## src/rtl/uan_pkg.sv

```systemverilog
`timescale 1ns / 1ps

package uan_pkg;

  localparam logic [20:0] REPLACEMENT = 21'h00FFFD;
  localparam logic [20:0] PFB_FIRST   = 21'h00FE80;
  localparam logic [20:0] PFB_LAST    = 21'h00FE92;
  localparam int          PFB_COUNT   = 19;

  // base letters for presentation forms FE80..FE92
  localparam logic [15:0] BASE_LETTER [PFB_COUNT] = '{
    16'h0621,
    16'h0622, 16'h0622,
    16'h0623, 16'h0623,
    16'h0624, 16'h0624,
    16'h0625, 16'h0625,
    16'h0626, 16'h0626, 16'h0626, 16'h0626,
    16'h0627, 16'h0627,
    16'h0628, 16'h0628, 16'h0628, 16'h0628
  };

  localparam int QUEUE_DEPTH = 2;

  // one decoded and classified codepoint, handed from front to back
  typedef struct packed {
    logic [20:0] cp;
    logic        last;
    logic        arabic;
    logic        tashkeel;
    logic [15:0] count;
  } cp_rec_t;

  typedef struct packed {
    logic    push;
    cp_rec_t data;
  } q_wr_t;

  typedef struct packed {
    logic    valid;
    cp_rec_t data;
  } q_rd_t;

endpackage

```

## src/rtl/uan_front.sv

```systemverilog
`timescale 1ns / 1ps

module uan_front #(
  parameter int COUNT_BITS = 16
) (
  input  logic           clk,
  input  logic           rst,
  input  logic           in_valid,
  output logic           in_stall,
  input  logic [7:0]     in_byte,
  input  logic           in_last,
  input  logic           q_full,
  output uan_pkg::q_wr_t q_wr
);

  localparam logic [COUNT_BITS-1:0] COUNT_MAX = {COUNT_BITS{1'b1}};

  logic [20:0]           partial_code;
  logic [1:0]            bytes_left;
  logic                  arabic_seen;
  logic                  tashkeel_seen;
  logic [COUNT_BITS-1:0] chars_seen;

  logic [20:0]           code_next;
  logic [1:0]            left_next;
  logic [20:0]           cp;
  logic                  done;
  logic                  accept;
  logic                  arabic_next;
  logic                  tashkeel_next;
  logic [COUNT_BITS-1:0] count_next;
  logic [20:0]           cont_bits;

  function automatic logic [20:0] to_base(input logic [20:0] c);
    if (c >= uan_pkg::PFB_FIRST && c <= uan_pkg::PFB_LAST)
      return {5'd0, uan_pkg::BASE_LETTER[c[4:0]]};
    return c;
  endfunction

  function automatic logic is_arabic(input logic [20:0] c);
    return (c >= 21'h0600 && c <= 21'h06FF) ||
           (c >= 21'h0750 && c <= 21'h077F) ||
           (c >= 21'h08A0 && c <= 21'h08FF) ||
           (c >= 21'hFB50 && c <= 21'hFDFF) ||
           (c >= 21'hFE70 && c <= 21'hFEFF);
  endfunction

  function automatic logic is_tashkeel(input logic [20:0] c);
    return (c >= 21'h064B && c <= 21'h065F) ||
           (c == 21'h0670) ||
           (c >= 21'h06D6 && c <= 21'h06ED);
  endfunction

  assign in_stall = q_full;
  assign accept   = in_valid && !q_full;

  always_comb begin
    cont_bits = '0;
    code_next = partial_code;
    left_next = bytes_left;
    if (bytes_left == 2'd0) begin
      priority if (!in_byte[7]) begin
        code_next = {13'd0, in_byte};
        left_next = 2'd0;
      end else if (in_byte[7:5] == 3'b110) begin
        code_next = {10'd0, in_byte[4:0], 6'd0};
        left_next = 2'd1;
      end else if (in_byte[7:4] == 4'b1110) begin
        code_next = {5'd0, in_byte[3:0], 12'd0};
        left_next = 2'd2;
      end else if (in_byte[7:3] == 5'b11110) begin
        code_next = {in_byte[2:0], 18'd0};
        left_next = 2'd3;
      end else begin
        code_next = uan_pkg::REPLACEMENT;
        left_next = 2'd0;
      end
    end else begin
      unique case (bytes_left)
        2'd3:    cont_bits = {3'd0, in_byte[5:0], 12'd0};
        2'd2:    cont_bits = {9'd0, in_byte[5:0], 6'd0};
        default: cont_bits = {15'd0, in_byte[5:0]};
      endcase
      code_next = partial_code | cont_bits;
      left_next = bytes_left - 2'd1;
    end
  end

  assign done          = (left_next == 2'd0) || in_last;
  assign cp            = to_base(code_next);
  assign arabic_next   = arabic_seen | is_arabic(cp);
  assign tashkeel_next = tashkeel_seen | is_tashkeel(cp);
  assign count_next    = (chars_seen != COUNT_MAX) ? chars_seen + 1'b1 : chars_seen;

  always_comb begin
    q_wr.push          = accept && done;
    q_wr.data.cp       = cp;
    q_wr.data.last     = in_last;
    q_wr.data.arabic   = arabic_next;
    q_wr.data.tashkeel = tashkeel_next;
    q_wr.data.count    = 16'(count_next);
  end

  always_ff @(posedge clk) begin
    if (rst) begin
      partial_code  <= '0;
      bytes_left    <= '0;
      arabic_seen   <= 1'b0;
      tashkeel_seen <= 1'b0;
      chars_seen    <= '0;
    end else if (accept) begin
      if (done) begin
        partial_code <= '0;
        bytes_left   <= '0;
        if (in_last) begin
          arabic_seen   <= 1'b0;
          tashkeel_seen <= 1'b0;
          chars_seen    <= '0;
        end else begin
          arabic_seen   <= arabic_next;
          tashkeel_seen <= tashkeel_next;
          chars_seen    <= count_next;
        end
      end else begin
        partial_code <= code_next;
        bytes_left   <= left_next;
      end
    end
  end

endmodule

```

## src/rtl/uan_queue.sv

```systemverilog
`timescale 1ns / 1ps

module uan_queue (
  input  logic           clk,
  input  logic           rst,
  input  uan_pkg::q_wr_t q_wr,
  output logic           q_full,
  output uan_pkg::q_rd_t q_rd,
  input  logic           q_pop
);

  localparam int AW = (uan_pkg::QUEUE_DEPTH > 1) ? $clog2(uan_pkg::QUEUE_DEPTH) : 1;
  localparam int CW = $clog2(uan_pkg::QUEUE_DEPTH + 1);
  localparam logic [AW-1:0] LAST_SLOT = AW'(uan_pkg::QUEUE_DEPTH - 1);

  uan_pkg::cp_rec_t slots [uan_pkg::QUEUE_DEPTH];
  logic [AW-1:0]    head;
  logic [AW-1:0]    tail;
  logic [CW-1:0]    count;
  logic             do_pop;

  assign q_full     = (count == CW'(uan_pkg::QUEUE_DEPTH));
  assign q_rd.valid = (count != '0);
  assign q_rd.data  = slots[head];
  assign do_pop     = q_pop && q_rd.valid;

  always_ff @(posedge clk) begin
    if (q_wr.push)
      slots[tail] <= q_wr.data;
  end

  always_ff @(posedge clk) begin
    if (rst) begin
      head  <= '0;
      tail  <= '0;
      count <= '0;
    end else begin
      if (q_wr.push)
        tail <= (tail == LAST_SLOT) ? '0 : tail + 1'b1;
      if (do_pop)
        head <= (head == LAST_SLOT) ? '0 : head + 1'b1;
      if (q_wr.push && !do_pop)
        count <= count + 1'b1;
      else if (do_pop && !q_wr.push)
        count <= count - 1'b1;
    end
  end

endmodule

```

## src/rtl/uan_back.sv

```systemverilog
`timescale 1ns / 1ps

module uan_back (
  input  logic           clk,
  input  logic           rst,
  input  uan_pkg::q_rd_t q_rd,
  output logic           q_pop,
  output logic           out_valid,
  input  logic           out_stall,
  output logic [7:0]     out_byte,
  output logic [20:0]    code_point,
  output logic           char_end,
  output logic           string_end,
  output logic           has_arabic,
  output logic           has_tashkeel,
  output logic [15:0]    char_count
);

  uan_pkg::cp_rec_t cur;
  logic             cur_valid;
  logic [1:0]       idx;

  logic [1:0] len_m1;
  logic [1:0] rem;
  logic       final_byte;
  logic       out_load;
  logic [7:0] byte_val;
  logic [5:0] chunk;

  // encoded length minus one
  always_comb begin
    priority if (cur.cp < 21'h80)    len_m1 = 2'd0;
    else if (cur.cp < 21'h800)       len_m1 = 2'd1;
    else if (cur.cp < 21'h10000)     len_m1 = 2'd2;
    else                             len_m1 = 2'd3;
  end

  assign rem        = len_m1 - idx;
  assign final_byte = (idx == len_m1);

  always_comb begin
    unique case (rem)
      2'd0: chunk = cur.cp[5:0];
      2'd1: chunk = cur.cp[11:6];
      2'd2: chunk = cur.cp[17:12];
      default: chunk = {3'd0, cur.cp[20:18]};
    endcase
    if (idx == 2'd0) begin
      unique case (len_m1)
        2'd0: byte_val = cur.cp[7:0];
        2'd1: byte_val = {3'b110, cur.cp[10:6]};
        2'd2: byte_val = {4'b1110, cur.cp[15:12]};
        default: byte_val = {5'b11110, cur.cp[20:18]};
      endcase
    end else begin
      byte_val = {2'b10, chunk};
    end
  end

  assign out_load = cur_valid && (!out_valid || !out_stall);
  assign q_pop    = q_rd.valid && (!cur_valid || (out_load && final_byte));

  always_ff @(posedge clk) begin
    if (rst) begin
      cur_valid <= 1'b0;
      idx       <= '0;
      out_valid <= 1'b0;
    end else begin
      if (q_pop) begin
        cur_valid <= 1'b1;
        idx       <= '0;
      end else if (out_load) begin
        if (final_byte) begin
          cur_valid <= 1'b0;
          idx       <= '0;
        end else begin
          idx <= idx + 1'b1;
        end
      end
      if (out_load)
        out_valid <= 1'b1;
      else if (!out_stall)
        out_valid <= 1'b0;
    end
  end

  always_ff @(posedge clk) begin
    if (q_pop)
      cur <= q_rd.data;
    if (out_load) begin
      out_byte     <= byte_val;
      code_point   <= cur.cp;
      char_end     <= final_byte;
      string_end   <= final_byte && cur.last;
      has_arabic   <= cur.arabic;
      has_tashkeel <= cur.tashkeel;
      char_count   <= cur.count;
    end
  end

endmodule

```

## src/rtl/utf8_arabic_normalizer.sv

```systemverilog
`timescale 1ns / 1ps

// utf8 decoder, arabic presentation-form normalizer and re-encoder
// input channel: in_valid / in_stall carry one string byte per beat, in_last
//   marks the final byte of a string
// output channel: out_valid / out_stall carry one byte of the re-encoded text
//   per beat with its codepoint, char_end and string_end; has_arabic,
//   has_tashkeel and char_count are the string summary on the string_end beat
// the front decodes and classifies at one input byte per cycle while the queue has
// room and pushes each finished codepoint into a two-entry queue; the back emits 1
// to 4 bytes per codepoint at one byte per cycle while the output is not stalled
// a completed codepoint passes through a queue slot, the back's current register and
//   the output registers before its first output beat
// throughput: one input byte per cycle while the output side keeps up; a
//   codepoint occupies the back until all its encoded bytes are out, so
//   in_stall rises once the queue fills
// reset clears the partial sequence, string flags, count, queue and output
// a stalled output beat holds; the back and then the queue back up into
//   in_stall

module utf8_arabic_normalizer #(
  parameter int COUNT_BITS = 16
) (
  input  logic        clk,
  input  logic        rst,
  input  logic        in_valid,
  output logic        in_stall,
  input  logic [7:0]  in_byte,
  input  logic        in_last,
  output logic        out_valid,
  input  logic        out_stall,
  output logic [7:0]  out_byte,
  output logic [20:0] code_point,
  output logic        char_end,
  output logic        string_end,
  output logic        has_arabic,
  output logic        has_tashkeel,
  output logic [15:0] char_count
);

  uan_pkg::q_wr_t q_wr;
  uan_pkg::q_rd_t q_rd;
  logic           q_full;
  logic           q_pop;

  uan_front #(
    .COUNT_BITS(COUNT_BITS)
  ) u_front (
    .clk      (clk),
    .rst      (rst),
    .in_valid (in_valid),
    .in_stall (in_stall),
    .in_byte  (in_byte),
    .in_last  (in_last),
    .q_full   (q_full),
    .q_wr     (q_wr)
  );

  uan_queue u_queue (
    .clk    (clk),
    .rst    (rst),
    .q_wr   (q_wr),
    .q_full (q_full),
    .q_rd   (q_rd),
    .q_pop  (q_pop)
  );

  uan_back u_back (
    .clk          (clk),
    .rst          (rst),
    .q_rd         (q_rd),
    .q_pop        (q_pop),
    .out_valid    (out_valid),
    .out_stall    (out_stall),
    .out_byte     (out_byte),
    .code_point   (code_point),
    .char_end     (char_end),
    .string_end   (string_end),
    .has_arabic   (has_arabic),
    .has_tashkeel (has_tashkeel),
    .char_count   (char_count)
  );

endmodule

```

## config.mk

```make
export PLATFORM = sky130hd
export DESIGN_NAME = utf8_arabic_normalizer
export DESIGN_NICKNAME = d
export VERILOG_FILES = /design/src/rtl/uan_pkg.sv /design/src/rtl/uan_front.sv /design/src/rtl/uan_queue.sv /design/src/rtl/uan_back.sv /design/src/rtl/utf8_arabic_normalizer.sv
export SDC_FILE = /design/constraint.sdc
export NUM_CORES = 1
export LEC_CHECK = 0
export BUFFER_PORTS_ARGS = -buffer_cell sky130_fd_sc_hd__buf_2
export CAP_MARGIN = 20
export CELL_PAD_IN_SITES_DETAIL_PLACEMENT = 0
export CELL_PAD_IN_SITES_GLOBAL_PLACEMENT = 1
export CORE_MARGIN = 1
export CORE_UTILIZATION = 45
export CTS_CLUSTER_DIAMETER = 120
export DETAILED_ROUTE_END_ITERATION = 7
export GPL_TIMING_DRIVEN = 0
export MAX_ROUTING_LAYER = met4
export PLACE_DENSITY = 0.73
export RECOVER_POWER = 50
export SLEW_MARGIN = 20
export SYNTH_ARGS = -nofsm -noshare
export SYNTH_HDL_FRONTEND = slang
export SYNTH_HIERARCHICAL = 1
export SYNTH_SLANG_ARGS = --single-unit
```

## constraint.sdc

```tcl
create_clock -name clk -period 6.1 [get_ports clk]
set_input_delay 0.61 -clock clk [delete_from_list [all_inputs] [get_ports clk]]
set_output_delay 0.61 -clock clk [all_outputs]
set_load 0.03 [all_outputs]
```

==> results by group <==
Global routing
  • First-pass GRT wire length: 34780 um
  • Initial antenna violation count: 0
  • Vias in the first global route: 6384
  • Global Route Usage Sum: 20.45%
  • Global route overflow: 0
  • Pin count of the biggest net entering global routing: 41

Setup path
  • CP Max Fanout: 10
  • Crit end category: flip-flop
  • Slowest CP cell: o21bai_1
  • Worst Reg-to-Reg Cells: 12
  • Most used cell, CP: clkbuf_1
  • Critical Path Stages: 12
  • CP Data Required Time: 6.54 ns
  • Critical path class: reg -> reg
  • CP delay by family, top: buffers and inverters
  • Critical Path Source Type: flip-flop
  • Buf/Inv on CP: 5
  • CP Cell Sequence: clkbuf_1 -> clkbuf_1 -> clkbuf_1 -> nor2_1 -> a21oi_1 -> a21oi_1 -> o21bai_1 -> clkbuf_1 -> inv_1 -> ha_1 -> or3_1 -> a21oi_1
  • Worst EP arrival: 4.68 ns
  • Worst r2r src: u_front/bytes_left[0]
  • Worst r2r dst: u_queue/count[1]
  • Reg2Reg Setup Slack: 1.86 ns
  • Critical Path Max Stage Delay: 0.69 ns

Timing
  • Slew Limit Fails: 41
  • RSZ-0062 raised after global routing: no
  • Slew headroom: -36.20%
  • Skew final: 0.01730 ns
  • Final worst slack: 1.861 ns
  • Crit path time final: 4.239 ns
  • Final Setup Violations: 0
  • Fmax: 0.2359 GHz
  • Measured slew at the worst slew-check pin: 2.043 ns
  • TNS Setup: 0 ns
  • Final Cycle Share: 69.48%
  • WHS: 0.3766 ns
  • Hold Vio Cnt, Final: 0

Run status
  • Failing checks: capacitance limit, slew limit
  • Status: finished, violations left

Pwr
  • Pleak: 3.966 nW
  • PwrDens: 435.2 mW/mm^2
  • Peak supply drop: 0.2255 mV

Yosys
  • Syn Inst Count: 825
  • Ys flop type: edfxtp_1
  • Number of flops mapped to enable cells by yosys: 169
  • Synth top area share: 50.90%
  • Largest area contributor in the netlist: edfxtp_1
  • Top cells by area, synth: edfxtp_1, dfxtp_1, mux2_2
  • Seq cells post-synth: 219
  • Netlist cell types: 85
  • Mapped Nets: 850
  • Post-Syn Area: 0.009970 mm^2
  • YS warnings: 6
  • Post-synth ARST share: 0%
  • Syn Area/Cell: 12.08 um^2
  • Seq/Total Area, Yosys: 60.94%

CTS
  • Root buffer cell: clkbuf_16
  • Latest clock arrival within the worst-skew pair: 0.51 ns
  • H-tree level count: 1
  • Hold Buf Count CTS: 0
  • Clock Pin Slew Worst Setup and Hold Paths: 0.06 ns
  • CTS Buf Count: 24
  • Clk buf depth: 3
  • Clock sinks: 219
  • Resized Gates After CTS: 0
  • Setup Fix Bufs, Post-CTS: 0
  • CTS tree: yes

Detailed routing
  • DR iter-0 viols: 471
  • Routed WL per cell: 18.30 um
  • Post-route ant nets: 0
  • Drt drc: 0
  • 1st-pass router iterations: 5
  • Via density: 5.634
  • Via count: 6829
  • DRT Wirelength: 22180 um

Floorplan
  • Die W: 150.8 um
  • Num rows: 54
  • Floorplan core area: 0.02176 mm^2
  • Starting density of the core: 45.82%
  • Die ar.: 0.02275 mm^2
  • IO Count: 64
  • Height of the die: 150.8 um

Hold path
  • Hold depth: 3
  • Hold Startpoint: out_stall
  • Worst hold path class: in -> reg
  • Worst hold path endpoint: u_back/out_valid

Placement
  • Gpl congestion: 0.9093
  • Placement Cell Area: 0.01077 mm^2
  • Dpl ws: 1.829 ns
  • Port bufs: 59
  • DPL Wire Length: 15920 um

Final layout
  • Design area: 0.01150 mm^2
  • ANT cells: 0
  • Layout cell share with drive strength beyond 1: 13.30%
  • Layout Nets: 940
  • Synthesis-to-finish area growth: 15.40%

Job
  • Max_cap viols: 1
==> power by group <==
group / internal (W) / leakage [nW] / switching [W]
combinational: 0.000392 / 1.55 / 0.000827
clock: 0.000984 / 0.420 / 0.000555
sequential: 0.00209 / 2.00 / 0.000161
total: 0.00346 / 3.97 / 0.00154
==> cell families after synthesis <==
| kind of cell | synth area share [%] |
|---|---|
| simple gates | 13.24 |
| buf+inv | 3.489 |
| xor+xnor | 1.745 |
| fa+ha+maj | 1.506 |
| mux | 5.146 |
| compound gates | 13.93 |
| flops | 60.94 |
==> metrics by stage <==
step | power, W | utilization, % | std cells
global route | 0.005243 | 52.88 | 1212
CTS | 0.005093 | 53.46 | 1212
finish | 0.005007 | 52.88 | 1212
global placement | 0.003452 | 48.79 | 1164
floorplan | 0.003109 | - | 825
detailed placement | 0.003550 | 49.49 | 1169
==> layout make-up <==
class | instances | area, um^2
inverters | 27 | 106.4
plain buffers | 46 | 209.0
repair buffers | 64 | 344.1
flip-flops and latches | 219 | 6076
clock buffers | 33 | 674.4
well taps | 280 | 350.3
fillers | 1932 | 10250
clock inverters | 10 | 187.7
multi-input cells | 533 | 3557
==> synthesized netlist by cell type (3+ instances only) <==
cell and n:
o22a_1 4, buf_1 4, a21o_1 3, nor3_1 15, ha_1 12, a311oi_1 3
and3_1 3, buf_2 10, o21ai_0 26, a222oi_1 3, nand2_1 57, edfxtp_1 169
mux2i_1 4, o21a_1 6, nor3b_1 4, xnor2_1 12, a22oi_1 35, nor2_1 85
xor2_1 6, nor4b_1 3, nor4_1 7, o22ai_1 7, a21oi_1 43, buf_4 5
nand4_1 4, a221o_1 6, clkbuf_1 22, inv_1 25, dfxtp_1 50, o21ai_1 3
a22o_1 3, buf_6 5, a211oi_1 7, nor2b_1 8, a31oi_1 5, nand2b_1 8
o211ai_1 8, nand3_1 27, a211o_1 3, mux2_2 42, or3_1 3, nand3b_1 3
and2_1 17
==> state kept, by name, summed over array words and instances (netlist names), named ones only <==
signal and count:
u_back/char_count 16, u_front/partial_code 21, u_back/has_tashkeel 1, u_front/chars_seen 16
u_back/out_byte 8, u_queue/head 1, u_back/string_end 1, u_back/idx 2
u_back/cur_valid 1, u_queue/slots 80, u_back/out_valid 1, u_front/bytes_left 2
u_queue/tail 1, u_back/has_arabic 1, u_front/tashkeel_seen 1, u_back/char_end 1
u_back/code_point 21, u_back/cur 40, u_front/arabic_seen 1, u_queue/count 2
==> worst min-delay path: stages <==
cell and delay, ns:
buf_2 0.11, a21oi_1 0.06, nor2_1 0.07
==> layout by cell type (no fill, tap or decap), types with 15 or more instances in the layout <==
master       n
mux2_2      39
inv_1       25
o21ai_0     26
edfxtp_1   169
nand2_1     57
clkbuf_1    89
nand3_1     27
nor2_1      85
clkbuf_16   24
dfxtp_1     50
a21oi_1     43
nor3_1      15
a22oi_1     35
and2_1      16
==> worst max-delay path by stage <==
stage / start / to / slack, ns
finish: u_front/bytes_left[0] / u_queue/count[1] / 1.86
global placement: u_back/cur[33] / u_queue/count[1] / -0.79
floorplan: u_back/cur[33] / u_queue/count[1] / 0.57
CTS: u_back/cur[33] / u_queue/count[1] / 2.30
detailed placement: in_byte[3] / u_queue/slots[0][20] / 1.83
global route: u_front/bytes_left[0] / u_queue/count[1] / 1.42
==> metal layers <==
| metal | share of wire (%) | global-route usage [%] | vias up | wire length [um] |
|---|---|---|---|---|
| met5 | 0 | - | - | 0 |
| met4 | 2.3 | 6.000 | 0 | 510 |
| met3 | 5.3 | 2.922 | 41 | 1179 |
| met2 | 45 | 30.60 | 209 | 9959 |
| met1 | 47 | 28.93 | 3290 | 10530 |
| li1 | - | - | 3289 | - |
(Power assumes the default switching activity.)
